==> src/hdl/gcpwm_pkg.sv <==
// Package for the gamma-corrected LED PWM: field widths, item kind codes
// and the perceptual duty table. No dependencies.
package gcpwm_pkg;

	localparam int PIXEL_COUNT_DEF = 5;
	localparam int PIXEL_MAX       = 16;
	localparam int DUTY_W          = 8;
	localparam int LEVEL_W         = 8;
	localparam int LINE_COUNT      = 15;
	localparam int IN_TDATA_W      = 32;
	localparam int OUT_TDATA_W     = 16;
	localparam int COLOR_COUNT     = 3;

	localparam logic [LEVEL_W-1:0] LEVEL_MAX = 8'd31;

	typedef enum logic {
		MODE_SET  = 1'b0,
		MODE_TICK = 1'b1
	} mode_t;

	typedef logic [DUTY_W-1:0] duty_t;

	localparam duty_t GAMMA_TABLE [32] = '{
		8'd0,   8'd1,   8'd1,   8'd1,   8'd2,   8'd2,   8'd3,   8'd3,
		8'd4,   8'd5,   8'd6,   8'd7,   8'd9,   8'd10,  8'd12,  8'd15,
		8'd17,  8'd21,  8'd25,  8'd30,  8'd36,  8'd43,  8'd51,  8'd61,
		8'd73,  8'd87,  8'd104, 8'd125, 8'd149, 8'd178, 8'd213, 8'd255
	};

endpackage

==> src/hdl/gamma_corrected_led_pwm.sv <==
// Top level of the gamma-corrected LED PWM: input register, duty store,
// step counter and result register. Depends on gcpwm_pkg.
//
// Usage:
//   Input stream (s_axis_*): tuser selects the kind of item. A set item
//   (tuser = 0) loads three 8-bit levels for one pixel; each level goes
//   through the gamma table and is stored as an 8-bit duty. A pixel index
//   at or above PIXEL_COUNT is dropped; a level above 31 leaves that color
//   as it was. A tick item (tuser = 1) compares the step counter with all
//   stored duties (on while step < duty), sends one transfer with the 15
//   line states and then advances the counter, wrapping at 256.
//   Output stream (m_axis_*): one transfer per tick; set items send none.
//   Timing: an item is held in the input register, and a tick's result is
//   loaded into the output register as the tick leaves it, so its lines
//   are offered from there. One item per cycle is taken while no tick is
//   stalled; stage one refills in the cycle its item moves on.
//   Stall: while the output register holds an untaken result, a tick in
//   the input register waits and the input stops; set items still pass.
//   Reset: arst_n clears the counter, all duties (every line off) and
//   both valid flags.
module gamma_corrected_led_pwm #(
	parameter int PIXEL_COUNT = gcpwm_pkg::PIXEL_COUNT_DEF
) (
	input  logic                                  clk,
	input  logic                                  arst_n,
	input  logic                                  s_axis_tvalid,
	output logic                                  s_axis_tready,
	// tdata from bit 0 up: pixel_index[7:0], red_level[15:8],
	// green_level[23:16], blue_level[31:24]
	input  logic [gcpwm_pkg::IN_TDATA_W-1:0]      s_axis_tdata,
	// tuser: mode (0 = set pixel levels, 1 = PWM step tick)
	input  logic                                  s_axis_tuser,
	output logic                                  m_axis_tvalid,
	input  logic                                  m_axis_tready,
	// tdata from bit 0 up: led_lines[14:0], zero pad bit 15
	output logic [gcpwm_pkg::OUT_TDATA_W-1:0]     m_axis_tdata
);
	import gcpwm_pkg::*;

	localparam int CHANNEL_COUNT = COLOR_COUNT * PIXEL_COUNT;

	// Input register
	logic                  valid_s1;
	mode_t                 mode_s1;
	logic [IN_TDATA_W-1:0] data_s1;

	// Result register
	logic                   out_valid_q;
	logic [LINE_COUNT-1:0]  lines_q;

	logic  [DUTY_W-1:0]     step_q;
	duty_t                  duty_q [CHANNEL_COUNT];

	logic                   out_free;
	logic                   adv_s1;
	logic                   tick_adv;
	logic                   set_adv;
	logic [LINE_COUNT-1:0]  lines_next;
	logic [7:0]             pixel_s1;
	logic [LEVEL_W-1:0]     level_s1 [COLOR_COUNT];

	assign out_free = !out_valid_q || m_axis_tready;
	// A set item never waits on the output; a tick needs the slot free.
	assign adv_s1   = valid_s1 && ((mode_s1 == MODE_SET) || out_free);
	assign tick_adv = adv_s1 && (mode_s1 == MODE_TICK);
	assign set_adv  = adv_s1 && (mode_s1 == MODE_SET);

	assign s_axis_tready = !valid_s1 || adv_s1;

	assign pixel_s1    = data_s1[7:0];
	assign level_s1[0] = data_s1[15:8];
	assign level_s1[1] = data_s1[23:16];
	assign level_s1[2] = data_s1[31:24];

	// Input register: take a new transfer whenever the stage empties.
	always_ff @(posedge clk or negedge arst_n) begin
		if (!arst_n) begin
			valid_s1 <= 1'b0;
		end else if (s_axis_tready) begin
			valid_s1 <= s_axis_tvalid;
		end
	end

	always_ff @(posedge clk) begin
		if (s_axis_tready && s_axis_tvalid) begin
			mode_s1 <= mode_t'(s_axis_tuser);
			data_s1 <= s_axis_tdata;
		end
	end

	// Duty store: one register per channel, written only by its own pixel.
	for (genvar ch = 0; ch < CHANNEL_COUNT; ch++) begin : g_duty
		localparam int PX  = ch / COLOR_COUNT;
		localparam int COL = ch % COLOR_COUNT;

		logic load;
		assign load = set_adv && (pixel_s1 == 8'(PX)) && (level_s1[COL] <= LEVEL_MAX);

		always_ff @(posedge clk or negedge arst_n) begin
			if (!arst_n) begin
				duty_q[ch] <= '0;
			end else if (load) begin
				duty_q[ch] <= GAMMA_TABLE[level_s1[COL][4:0]];
			end
		end
	end

	// Line compare: channels without a pixel behind them stay off.
	for (genvar ln = 0; ln < LINE_COUNT; ln++) begin : g_line
		if (ln < CHANNEL_COUNT) begin : g_on
			assign lines_next[ln] = step_q < duty_q[ln];
		end else begin : g_off
			assign lines_next[ln] = 1'b0;
		end
	end

	// Step counter: advance after every tick, wrap at 256.
	always_ff @(posedge clk or negedge arst_n) begin
		if (!arst_n) begin
			step_q <= '0;
		end else if (tick_adv) begin
			step_q <= step_q + 1'b1;
		end
	end

	// Result register: hold until taken, load when a tick leaves stage one.
	always_ff @(posedge clk or negedge arst_n) begin
		if (!arst_n) begin
			out_valid_q <= 1'b0;
		end else if (out_free) begin
			out_valid_q <= tick_adv;
		end
	end

	always_ff @(posedge clk) begin
		if (tick_adv) begin
			lines_q <= lines_next;
		end
	end

	assign m_axis_tvalid = out_valid_q;
	assign m_axis_tdata  = {{(OUT_TDATA_W - LINE_COUNT){1'b0}}, lines_q};

`ifndef NO_ASSERTIONS
	a_step_adv: assert property (@(posedge clk) disable iff (!arst_n)
		tick_adv |=> step_q == $past(step_q) + 8'd1)
		else $error("step counter did not advance after a tick");

	a_step_hold: assert property (@(posedge clk) disable iff (!arst_n)
		!tick_adv |=> $stable(step_q))
		else $error("step counter moved without a tick");

	a_tick_wait: assert property (@(posedge clk) disable iff (!arst_n)
		(valid_s1 && mode_s1 == MODE_TICK && out_valid_q && !m_axis_tready) |-> !adv_s1)
		else $error("tick left stage one while the result was stalled");

	a_result_from_tick: assert property (@(posedge clk) disable iff (!arst_n)
		(out_valid_q && !$past(out_valid_q)) |-> $past(tick_adv))
		else $error("result appeared without a tick");
`endif

endmodule
==> config.mk <==
export PLATFORM = sky130hd
export DESIGN_NAME = gamma_corrected_led_pwm
export DESIGN_NICKNAME = d
export VERILOG_FILES = /design/src/hdl/gcpwm_pkg.sv /design/src/hdl/gamma_corrected_led_pwm.sv
export SDC_FILE = /design/constraint.sdc
export NUM_CORES = 1
export LEC_CHECK = 0
export BUFFER_PORTS_ARGS = -buffer_cell sky130_fd_sc_hd__buf_2
export CORE_MARGIN = 10
export CORE_UTILIZATION = 50
export CTS_CLUSTER_SIZE = 12
export DETAILED_ROUTE_END_ITERATION = 6
export GPL_TIMING_DRIVEN = 0
export PLACE_DENSITY = 0.74
export SLEW_MARGIN = 40
export SYNTH_ARGS = -nofsm -noshare
export SYNTH_HDL_FRONTEND = slang
export SYNTH_SLANG_ARGS = --single-unit
==> constraint.sdc <==
create_clock -name clk -period 2.5 [get_ports clk]
set_input_delay 0.5 -clock clk [delete_from_list [all_inputs] [get_ports clk]]
set_output_delay 0.5 -clock clk [all_outputs]
set_load 0.005 [all_outputs]
# Word-level counts from Yosys, hierarchy flattened

Memories as Yosys holds them, arrays and structs flattened.
Index checks and enable logic that the tools add are counted.

Bits in latches: 0
Register bits: 178
Word-level logic and storage cells: 90
Input bits: 37
Bits in read-only memories: 768
Memories kept: 3
Output and inout bits: 18
Memory bits (writable): 0

Memories:

| memory          | words | bits a word | rd ports | clocked after Yosys merged registers in | write ports | line                           | source |
|---|---|---|---|---|---|---|---|
| (no name shown) | 32    | 8           | 1        | 0                                       | 0           | gamma_corrected_led_pwm.sv:103 | `duty_q[ch] <= GAMMA_TABLE[level_s1[COL][4:0]];` |
| (no name shown) | 32    | 8           | 1        | 0                                       | 0           | gamma_corrected_led_pwm.sv:103 |  |
| (no name shown) | 32    | 8           | 1        | 0                                       | 0           | gamma_corrected_led_pwm.sv:103 |  |

Reduce and logical (&&, ||, !) cells: 30
Equal/unequal tests: 4
Multipliers: 0
Shift-type cells: 0
$add $sub $neg: 1
Divide/modulo/power cells: 0
Magnitude comparators: 21
Bitwise gates (word level): 4
Muxes and demuxes: 6

Operator list:

| cell                | count |
|---|---|
| $lt 8x8->1          | 15 |
| $mux 8              | 6 |
| $le 8x5->1 const B  | 3 |
| $logic_and 1x1->1   | 24 |
| $ge 6x6->1 const B  | 3 |
| $not 5->6           | 3 |
| $eq 8x2->1 const B  | 2 |
| $add 8x1->8 const B | 1 |
| $eq 8x1->1 const B  | 1 |
| $eq 8x3->1 const B  | 1 |
| $logic_not 8->1     | 1 |
| $logic_or 1x1->1    | 3 |
| $logic_not 1->1     | 2 |
| $not 1->1           | 1 |

# Depth between registers and ports, before layout

Gate-level depths: netlist of run 1.

Word-level depth: 7
Gate-level depth with buffers: 7
Depth with buffers taken out: 6

# Worst setup path before layout of run 1

Ideal clock, no wire load.

Path kind: reg2reg
From: reg mode_s1
To: reg duty_q[101] (netlist name)
Required time: 2.375 ns
Buffers on the path: 2
Setup time: 0.125 ns
Setup slack: 0.361 ns
Stages on the path, launching flop included: 6
Arrival: 2.014 ns
Clock period less this slack: 2.139 ns
Cell sequence: edfxtp_1 > or4b_1 > buf_4 > nor4_1 > buf_2 > mux2_2

Longest elaborated chain between the ends: 6

RTL lines:

| element                           | line                                                         | source |
|---|---|---|
| from (decl)                       | gamma_corrected_led_pwm.sv:44                                | `mode_t mode_s1;` |
| from (signal assigned)            | gamma_corrected_led_pwm.sv:86                                | `mode_s1 <= mode_t'(s_axis_tuser);` |
| $not 1->1 *                       | gamma_corrected_led_pwm.sv:64, gamma_corrected_led_pwm.sv:66 |  |
| $logic_or 1x1->1                  | gamma_corrected_led_pwm.sv:64                                | `assign adv_s1 = valid_s1 && ((mode_s1 == MODE_SET) \|\| out_free);` |
| $logic_and 1x1->1                 | gamma_corrected_led_pwm.sv:64                                |  |
| $logic_and 1x1->1 *               | gamma_corrected_led_pwm.sv:66                                | `assign set_adv = adv_s1 && (mode_s1 == MODE_SET);` |
| $logic_and 1x1->1 * (2 in series) | gamma_corrected_led_pwm.sv:97                                | `assign load = set_adv && (pixel_s1 == 8'(PX)) && (level_s1[COL] <= LEVEL_MAX);` |
| to (decl)                         | gamma_corrected_led_pwm.sv:52                                | `duty_t duty_q [CHANNEL_COUNT];` |

Mark *: on every way between the ends. The rest lies on a longest branch, timed or not.
A chain may end at the register's enable or synchronous reset.

# Worst setup path in the final report of run 1

From: reg mode_s1
To: reg duty_q[5] (netlist name)

The elaborated chain is that of the path after synthesis.

==> impl_metrics.yaml, run 1 <==
cts:
  cts_tree: "done"
  clkTransAtPathRegs_ns: 0.07
  cts_resized: 0
  cts.hold.buffers_added: 0
  insertion_delay_ns: 0.43
  cts_max_level: 4
  cts_sinks: 178
  post_cts_buffers: 0
  cts_made_buffers: 17
  cts_root_buf: "clkbuf_16"
  clk_path_buf_depth: 2
power_and_ir_drop:
  vdd.ir_drop.worst_mv: 0.516
  pwr-share-comb_pct: 27.1
  leakage_uw: 0.00511
  p_int_uw: 5790
  switching_share_pct: 31.6
  powerDensity_nw_per_um2: 745
  p_switching_uw: 2670
  p_clk_share_pct: 29.8
  p_seq_share_pct: 43.1
floorplanning:
  io_pins: 55
  initial_core_util_pct: 51.3
  die_area_um2: 26200
  die_h_um: 162
  dieWidth_um: 162
  fp.coreArea_um2: 19700
  rows: 51
synth:
  seq_area_frac_synth_pct: 46.6
  synth_edf_count: 48
  yosys.area.top_type: "dfrtp_1"
  async_reset_ff_share_pct: 73.0
  synthFlopType: "dfrtp_1"
  yosysTopAreaCellShare_pct: 32.3
  synth_nets: 1112
  ys_types: 52
  ys_warn_count: 0
  netlist_area_um2: 10100
  synth_cells: 951
  syn_avg_cell_area_um2: 10.6
  yosys_register_bits: 178
  yosys-top-cells-area: "dfrtp_1 (32%), ha_1 (15%), edfxtp_1 (14%)"
place:
  hpwl_mm: 15.0
  routabilityCongestion: 0.813
  port_buffers: 53
outcome:
  status: "finished clean"
global_route:
  grt_max_degree: 67
  grt_first_pass_wirelength_mm: 36.1
  grtUsageTotal_pct: 16.8
  overflow: 0
  grt_pass1_vias: 7214
  antenna_found_initial: 0
sta:
  fmax_ghz: 0.435
  worst_slew_pin_slew_ns: 0.860
  min_period_over_period_pct: 92.0
  fin_crit_ns: 2.30
  rsz0062_at_grt: "false"
  setup_tns_ns: 0
  drv_slew: 0
  slew_headroom_pct: 42.3
  fin_skew_ns: 0.0105
  hold_viol: 0
  setup_viol: 0
finish:
  ff_latch_area_um2: 4700
  syn2layout_area_growth_pct: 12.8
  drive_above_1_share_pct: 16.6
  multi_input_area_um2: 4760
  final_core_util_pct: 57.8
  fill_cells: 1705
  nets: 1187
  antenna_cells: 0
critical_path:
  critPathMaxStageDelay_ns: 0.62
  reg2regPathDepth: 4
  cp_max_fo: 10
  cp_cell_sequence: "or4bb_1 > nor4_1 > buf_4 > mux2_2"
  cpLargestDelayFamily: "simple AND/OR/NAND/NOR gates"
  path_buf_inv: 1
  timing.rr.start: "mode_s1$_DFFE_PP_"
  crit_required_ns: 2.82
  cp.arrival_ns: 2.62
  worstSetupPathType: "reg -> reg"
  cp_slowest_cell: "or4bb_1"
  ff2ff_setup_slack_ns: 0.20
  r2r-end: "duty_q[5]$_DFFE_PN0P_"
  critPathLaunchType: "flip-flop"
  path_depth: 4
  worstSetupEndpointType: "flip-flop"
routing:
  final_antenna_net_count: 0
  vias: 7025
  drc: 0
  via_per_inst: 5.39
  finalWirelength_mm: 21.3
  drtIter0Drc: 375
  first_pass_iters: 5
  wl_per_cell_um: 16.3
min_path:
  hp-class: "in -> async"
run:
  maxCapViolations: 0
[worst max path at each step]
stage | endpoint | slack [ns] | start
final | duty_q[5]$_DFFE_PN0P_ | 0.20 | mode_s1$_DFFE_PP_
after floorplan | duty_q[101]$_DFFE_PN0P_ | 0.36 | mode_s1$_DFFE_PP_
after global routing | duty_q[5]$_DFFE_PN0P_ | 0.07 | data_s1[5]$_DFFE_PP_
after detailed placement | duty_q[29]$_DFFE_PN0P_ | 0.08 | mode_s1$_DFFE_PP_
after CTS | duty_q[29]$_DFFE_PN0P_ | 0.08 | mode_s1$_DFFE_PP_
after global placement | duty_q[14]$_DFFE_PN0P_ | -0.88 | arst_n
[layer usage]
| layer | part of all wire, % | GRT usage [%] |
|---|---|---|
| met1 | 48 | 22.1 |
| met2 | 47 | 27.0 |
| met3 | 3.5 | 3.56 |
| met4 | 1.8 | 5.75 |
| met5 | 0 | 0 |
[state kept, by name (all words and copies together), names as in the netlist]
signal / flops
duty_q: 120
step_q: 8
lines_q: 15
m_axis_tvalid: 1
data_s1: 32
valid_s1: 1
mode_s1: 1
[metrics by stage]
| stage | power, µW | hold slack [ns] | std cells | area (µm²) | worst slack, ns |
|---|---|---|---|---|---|
| after detailed placement | 5990 | 0.466 | 1272 | 10800 | 0.0840 |
| after global routing | 9010 | 0.0591 | 1304 | 11400 | 0.0722 |
| final | 8460 | 0.0295 | 1304 | 11400 | 0.199 |
| after global placement | 5840 | 0.461 | 1269 | 10700 | -0.883 |
| after CTS | 8510 | 0.0379 | 1304 | 11300 | 0.0848 |
| after floorplan | 5150 | 0.204 | 951 | 10100 | 0.361 |
[cells in the final DEF (no fill, tap or decap), drive strengths merged, types with 4 or more instances in the layout]
cell / instances
o21ai: 71
nor4: 12
a31oi: 16
clkinv: 5
or3: 4
o31a: 15
a21o: 46
inv: 122
xnor2: 5
nor2b: 8
mux2: 33
buf: 78
nand2: 74
mux2i: 12
o31ai: 5
clkbuf: 36
a21oi: 33
edfxtp: 48
xor2: 4
and3: 4
a211oi: 15
or3b: 4
ha: 124
nor2: 44
nand3: 10
dfrtp: 130
nand4: 17
nand2b: 23
or4: 9
[power groups by stage]
stage          combinational [µW]  sequential [µW]  clock (µW)
6_report                     2290             3650        2520
5_1_grt                      2650             3670        2690
4_1_cts                      2310             3640        2560
3_5_place_dp                 2290             3700           0
3_3_place_gp                 2150             3690           0
2_1_floorplan                1640             3510           0
[cells by family (layout without fill, tap and decap cells)]
logic type	count (synthesis)	count (layout)	share of synthesized area (%)
AO/OA/AOI/OAI	217	217	13.8
multiplexers	45	45	4.88
XOR/XNOR	9	9	0.782
adder cells (fa/ha/maj)	124	124	15.4
buffers and inverters	157	245	6.62
other	1	1	0.0372
AND/OR/NAND/NOR	220	220	11.8
flip-flops	178	178	46.6
[synth_stat cells, types with 5 or more instances]
| library cell | count |
|---|---|
| nor2_1 | 44 |
| o31a_1 | 15 |
| inv_1 | 118 |
| edfxtp_1 | 48 |
| nand4_1 | 17 |
| a211oi_1 | 15 |
| buf_2 | 10 |
| or4_1 | 8 |
| o21ai_0 | 65 |
| a21o_1 | 46 |
| mux2_2 | 33 |
| nor4_4 | 5 |
| xnor2_1 | 5 |
| a21oi_1 | 33 |
| dfrtp_1 | 130 |
| nor4_1 | 5 |
| ha_1 | 124 |
| nor2b_1 | 8 |
| o31ai_1 | 5 |
| a31oi_1 | 16 |
| nand3_1 | 10 |
| nand2b_1 | 23 |
| mux2i_1 | 12 |
| clkbuf_1 | 13 |
| buf_6 | 6 |
| nand2_1 | 74 |
| o21ai_1 | 5 |
[worst register-to-register path, stage by stage, from the launching register on]
cell and delay, ns:
edfxtp_1 0.44, or4bb_1 0.62, nor4_1 0.53, buf_4 0.27, mux2_2 0.34
[layout make-up]
| class | count | area share [%] |
|---|---|---|
| sequential | 178 | 41.4 |
| inverter | 118 | 3.90 |
| timing repair buffer | 56 | 3.15 |
| clock inverter | 13 | 0.969 |
| buffer | 39 | 1.97 |
| clock buffer | 19 | 3.81 |
| multi-input combinational | 616 | 41.9 |
| tap | 265 | 2.92 |
Note: power is estimated with default switching activity, not from simulation.
==> run 2, diff against run 1 <==
--- a/config.mk
+++ b/config.mk
@@ -5,6 +5,7 @@
 export SDC_FILE = /design/constraint.sdc
 export NUM_CORES = 1
 export LEC_CHECK = 0
+export ABC_AREA = 1
 export BUFFER_PORTS_ARGS = -buffer_cell sky130_fd_sc_hd__buf_2
 export CORE_MARGIN = 10
 export CORE_UTILIZATION = 50
==> impl_metrics.yaml, run 2 <==
critical_path:
  cp_max_fo: 3
  worstSetupPathType: "reg -> out"
  critPathLaunchType: "flip-flop"
  cp.arrival_ns: 1.43
  crit_required_ns: 2.00
  worstSetupEndpointType: "output pin"
cts:
  cts_max_level: 4
  clk_path_buf_depth: 2
  clkTransAtPathRegs_ns: 0.07
  insertion_delay_ns: 0.43
  cts.hold.buffers_added: 0
  post_cts_buffers: 0
  cts_root_buf: "clkbuf_16"
  cts_made_buffers: 17
  cts_sinks: 178
  cts_tree: "done"
  cts_resized: 0
synth:
  synthTopCellsByCount: "nand2_1 (527), inv_1 (188), dfrtp_1 (130)"
  synthFlopType: "dfrtp_1"
  yosys_register_bits: 178
  syn_avg_cell_area_um2: 8.18
  ys_warn_count: 0
  synth_nets: 1435
  ys_types: 26
  synth_cells: 1274
  seq_area_frac_synth_pct: 45.0
  netlist_area_um2: 10400
  async_reset_ff_share_pct: 73.0
  synth_edf_count: 48
  yosys.area.top_type: "dfrtp_1"
  yosysTopAreaCellShare_pct: 31.2
  synth.most_common_cell: "nand2_1"
  yosys-top-cells-area: "dfrtp_1 (31%), nand2_1 (19%), ha_1 (15%)"
sta:
  fin_crit_ns: 1.93
  min_period_over_period_pct: 77.1
  setup_tns_ns: 0
  setup_viol: 0
  drv_slew: 0
  hold_viol: 0
  slew_headroom_pct: 46.8
  fin_skew_ns: 0.0111
  worst_slew_pin_slew_ns: 0.789
  timing.hold.ws_ns: 0.00907
  rsz0062_at_grt: "false"
  fmax_ghz: 0.519
finish:
  final_core_util_pct: 57.2
  final_cell_mix: "nand2_1 (527), inv_1 (187), ha_1 (124)"
  fill_cells: 1777
  antenna_cells: 0
  top_register: "duty_q"
  drive_above_1_share_pct: 11.6
  finalNonFillerCells: 1631
  mostFrequentLayoutCell: "nand2_1"
  nets: 1509
  reg.largest.list: "duty_q x120, data_s1 x32, lines_q x15"
  syn2layout_area_growth_pct: 11.7
  largest_reg_flops: 120
routing:
  drtIter0Drc: 522
  drc: 0
  wl_per_cell_um: 13.9
  vias: 8143
  wl_met3_um: 989
  first_pass_iters: 5
  final_antenna_net_count: 0
  wl_met2_mm: 10.6
  via_per_inst: 4.99
  top_layer_used: "met4"
  met1_length_mm: 10.7
  finalWirelength_mm: 22.7
place:
  port_buffers: 53
  dp.cells: 1599
  hpwl_mm: 16.1
  routabilityCongestion: 0.844
global_route:
  grt_max_degree: 67
  grt_first_pass_wirelength_mm: 38.2
  overflow: 0
  antenna_found_initial: 0
  grt_pass1_vias: 7931
  grtUsageTotal_pct: 17.7
floorplanning:
  rows: 52
  io_pins: 55
  die_h_um: 164
  die_area_um2: 27000
  fp.coreArea_um2: 20400
  dieWidth_um: 164
  initial_core_util_pct: 51.2
power_and_ir_drop:
  powerDensity_nw_per_um2: 658
  leakage_uw: 0.00596
  vdd.ir_drop.worst_mv: 0.462
run:
  maxCapViolations: 0
outcome:
  status: "finished clean"
min_path:
  hp-class: "in -> async"
[run 2: cell count changes after synthesis, sizes merged, moves of 15 or more]
cell    delta
a211oi    -15
mux2      -33
nand2    +457
o31a      -15
inv       +73
clkbuf    -15
nand3     +43
o21ai     -16
nand2b    -23
a21oi     +30
a21o      -46
a31oi     -16
[run 2: critical path, stage by stage, from the launching register on]
cell and delay, ns:
edfxtp_1 0.43, nand2_1 0.11, nor2_1 0.23, inv_1 0.08
buf_2 0.13
[run 2: metrics by stage]
| stage | power (µW) | area, µm² | worst slack (ns) |
|---|---|---|---|
| final | 7660 | 11600 | 0.572 |
| after global routing | 8190 | 11600 | 0.434 |
| after CTS | 7720 | 11600 | 0.545 |
| after detailed placement | 5180 | 11100 | 0.520 |
| after global placement | 5060 | 11000 | -1.00 |
| after floorplan | 4560 | 10400 | 0.0183 |
[run 2: report_power, final]
group | total [µW] | internal, µW | switching, µW
Sequential | 3410 | 3090 | 316
Clock | 2520 | 1340 | 1180
Combinational | 1730 | 702 | 1030
Total | 7660 | 5140 | 2530
[run 2: final timing paths]
| path | start | to | cells past startpoint | slack, ns |
|---|---|---|---|---|
| min reg2reg | duty_q[100]$_DFFE_PN0P_ | duty_q[100]$_DFFE_PN0P_ | 2 | 0.47 |
| min | arst_n | duty_q[100]$_DFFE_PN0P_ | 1 | 0.009 |
| max | mode_s1$_DFFE_PP_ | s_axis_tready | 4 | 0.57 |
| max in group asynchronous | arst_n | step_q[4]$_DFFE_PN0P_ | 2 | 1.77 |
| min in group clk | s_axis_tdata[1] | data_s1[1]$_DFFE_PP_ | 1 | 0.24 |
| max reg2reg | mode_s1$_DFFE_PP_ | step_q[7]$_DFFE_PN0P_ | 7 | 0.64 |
[run 2: cells by family (layout without fill, tap and decap cells)]
group	after synthesis	after routing	synth area share, %
simple gates	638	638	25.2
buf+inv	209	296	8.15
flops	178	178	45.0
fa+ha+maj	124	124	14.9
compound gates	118	118	6.24
xor+xnor	6	6	0.504
other cells	1	1	0.0360
[run 2: final cells by class]
| class | count | area [µm²] | share of cell area, % |
|---|---|---|---|
| inverters | 191 | 717 | 6.15 |
| plain buffers | 18 | 133 | 1.14 |
| clock inverters | 12 | 95.1 | 0.816 |
| multi-input cells | 887 | 4890 | 42.0 |
| clock buffers | 20 | 457 | 3.92 |
| well taps | 270 | 338 | 2.90 |
| repair buffers | 55 | 318 | 2.73 |
| flip-flops and latches | 178 | 4700 | 40.4 |
[run 2: per-layer routing]
layer	vias up	track usage (%)
met5	-	0
met4	0	5.56
met2	154	29.0
met3	26	3.53
met1	3808	23.0
li1	4155	-
==> run 3, diff against run 2 <==
--- a/config.mk
+++ b/config.mk
@@ -12,7 +12,7 @@
 export CTS_CLUSTER_SIZE = 12
 export DETAILED_ROUTE_END_ITERATION = 6
 export GPL_TIMING_DRIVEN = 0
-export PLACE_DENSITY = 0.74
+export PLACE_DENSITY = 0.77
 export SLEW_MARGIN = 40
 export SYNTH_ARGS = -nofsm -noshare
 export SYNTH_HDL_FRONTEND = slang
==> constraint.sdc (replaced) <==
create_clock -name clk -period 1.6 [get_ports clk]
set_input_delay 0.32 -clock clk [delete_from_list [all_inputs] [get_ports clk]]
set_output_delay 0.32 -clock clk [all_outputs]
set_load 0.005 [all_outputs]
==> impl_metrics.yaml, run 3 (synthesized netlist as in run 2, its figures left out) <==
outcome:
  status: "complete, but fails checks"
  violations: "setup timing"
critical_path:
  cp_cell_sequence: "nand2_2 > nor2_4 > inv_2 > buf_6"
  cp_max_fo: 3
  cp_slowest_cell: "edfxtp_1"
  critPathMaxStageDelay_ns: 0.43
  cp.arrival_ns: 1.29
  critPathLaunchType: "flip-flop"
  worstSetupEndpointType: "output pin"
  worstSetupPathType: "reg -> out"
  crit_required_ns: 1.28
cts:
  clkTransAtPathRegs_ns: 0.07
  cts_tree: "done"
  clk_path_buf_depth: 2
  cts_root_buf: "clkbuf_16"
  cts_sinks: 178
  cts_made_buffers: 17
  insertion_delay_ns: 0.45
  cts_max_level: 4
place:
  dp.cells: 1599
  place_ws_ns: -0.284
  routabilityCongestion: 0.834
  port_buffers: 53
  hpwl_mm: 16.1
floorplanning:
  die_area_um2: 27000
  io_pins: 55
  fp.coreArea_um2: 20400
  dieWidth_um: 164
  die_h_um: 164
  initial_core_util_pct: 51.2
  rows: 52
global_route:
  grtUsageTotal_pct: 18.1
  grt_first_pass_wirelength_mm: 39.1
  antenna_found_initial: 0
  grt_max_degree: 69
  grt_pass1_vias: 8019
  overflow: 0
power_and_ir_drop:
  p_seq_share_pct: 42.9
  vdd.ir_drop.worst_mv: 0.842
  p_clk_share_pct: 33.1
  pwr-share-comb_pct: 24.0
  powerDensity_nw_per_um2: 1000
  p_int_uw: 8300
  p_switching_uw: 4180
  leakage_uw: 0.00631
  switching_share_pct: 33.5
sta:
  rsz0062_at_grt: "true"
  setup_viol: 1
  setup_ws_ns: -0.00613
  fmax_ghz: 0.623
  fin_crit_ns: 1.61
  drv_slew: 0
  fin_skew_ns: 0.0126
  worst_slew_pin_slew_ns: 0.510
  timing.hold.ws_ns: 0.0441
  min_period_over_period_pct: 100
  setup_tns_ns: -0.00613
  slew_headroom_pct: 66.0
  hold_viol: 0
finish:
  nets: 1543
  mostFrequentLayoutCell: "nand2_1"
  finalNonFillerCells: 1665
  syn2layout_area_growth_pct: 19.8
  drive_above_1_share_pct: 18.3
  reg.largest.list: "duty_q x120, data_s1 x32, lines_q x15"
  final_cell_mix: "nand2_1 (512), inv_1 (181), dfrtp_1 (123)"
  antenna_cells: 0
  top_register: "duty_q"
  largest_reg_flops: 120
  final_core_util_pct: 61.3
routing:
  drtIter0Drc: 575
  final_antenna_net_count: 0
  first_pass_iters: 5
  wl_per_cell_um: 14.9
  finalWirelength_mm: 24.8
  via_per_inst: 5.10
  drc: 0
  vias: 8485
min_path:
  hp-class: "in -> reg"
run:
  maxCapViolations: 0
run 3: cell types whose count changed in the layout (fill, tap and decap cells not counted), moves of 8 or more:
cell / previous run / this run
o21ai_1: 22 / 34
a21oi_2: 1 / 20
ha_1: 124 / 113
nand2_1: 527 / 512
nand2_2: 4 / 12
buf_12: 0 / 8
ha_4: 0 / 11
buf_4: 3 / 31
o21ai_0: 18 / 4
a21oi_1: 62 / 43
run 3: power by group through the flow:
stage / Sequential [µW] / Clock, µW / Combinational, µW
global route: 5370 / 4390 / 3520
floorplan: 5170 / 0 / 1960
CTS: 5330 / 4190 / 2790
finish: 5350 / 4140 / 3000
global placement: 5390 / 0 / 2490
detailed placement: 5400 / 0 / 2680
run 3: worst paths after layout:
check / endpoint / slack, ns / cells past startpoint / startpoint
hold / removal: data_s1[10]$_DFFE_PP_ / 0.04 / 1 / s_axis_tdata[10]
hold reg to reg: duty_q[103]$_DFFE_PN0P_ / 0.47 / 2 / duty_q[103]$_DFFE_PN0P_
setup / recovery: s_axis_tready / -0.006 / 4 / mode_s1$_DFFE_PP_
max in group asynchronous: step_q[6]$_DFFE_PN0P_ / 0.45 / 3 / arst_n
min in group asynchronous: duty_q[53]$_DFFE_PN0P_ / 0.40 / 2 / arst_n
setup reg to reg: lines_q[10]$_DFFE_PP_ / 0 / 6 / step_q[3]$_DFFE_PN0P_
run 3: timing repair:
item,in CTS,in global routing
cloned,0,1
buffers inserted,10,24
pin swaps,2,20
hold endpoints to repair,62,0
gates resized for setup,31,87
endpoints found under the setup margin,100,119
hold buffers,1,0
run 3: critical path, delay by kind of cell (launching register included):
family                 cells  cell delay, ns
DFF                        1            0.43
and+or+nand+nor            2            0.25
buffers and inverters      2            0.16
run 3: area by class of cell:
cell class / instances / area (µm²)
Tap cell: 270 / 338
Sequential cell: 178 / 4720
Inverter: 191 / 722
Multi-Input combinational cell: 887 / 5260
Clock inverter: 15 / 149
Buffer: 16 / 139
Clock buffer: 17 / 425
Fill cell: 1692 / 7880
Timing Repair Buffer: 91 / 731
run 3: stage by stage:
step	total power [µW]	cell area, µm²
4_1_cts	12300	11900
3_3_place_gp	7880	11000
3_5_place_dp	8080	11100
6_report	12500	12500
2_1_floorplan	7130	10400
5_1_grt	13300	12500
run 3: layer usage:
| metal | vias up | global-route usage (%) | routed length (µm) |
|---|---|---|---|
| met5 | - | 0 | 0 |
| met4 | 0 | 6.44 | 704 |
| met3 | 54 | 3.39 | 1230 |
| met2 | 191 | 29.8 | 12100 |
| met1 | 4029 | 23.3 | 10800 |
| li1 | 4211 | - | - |
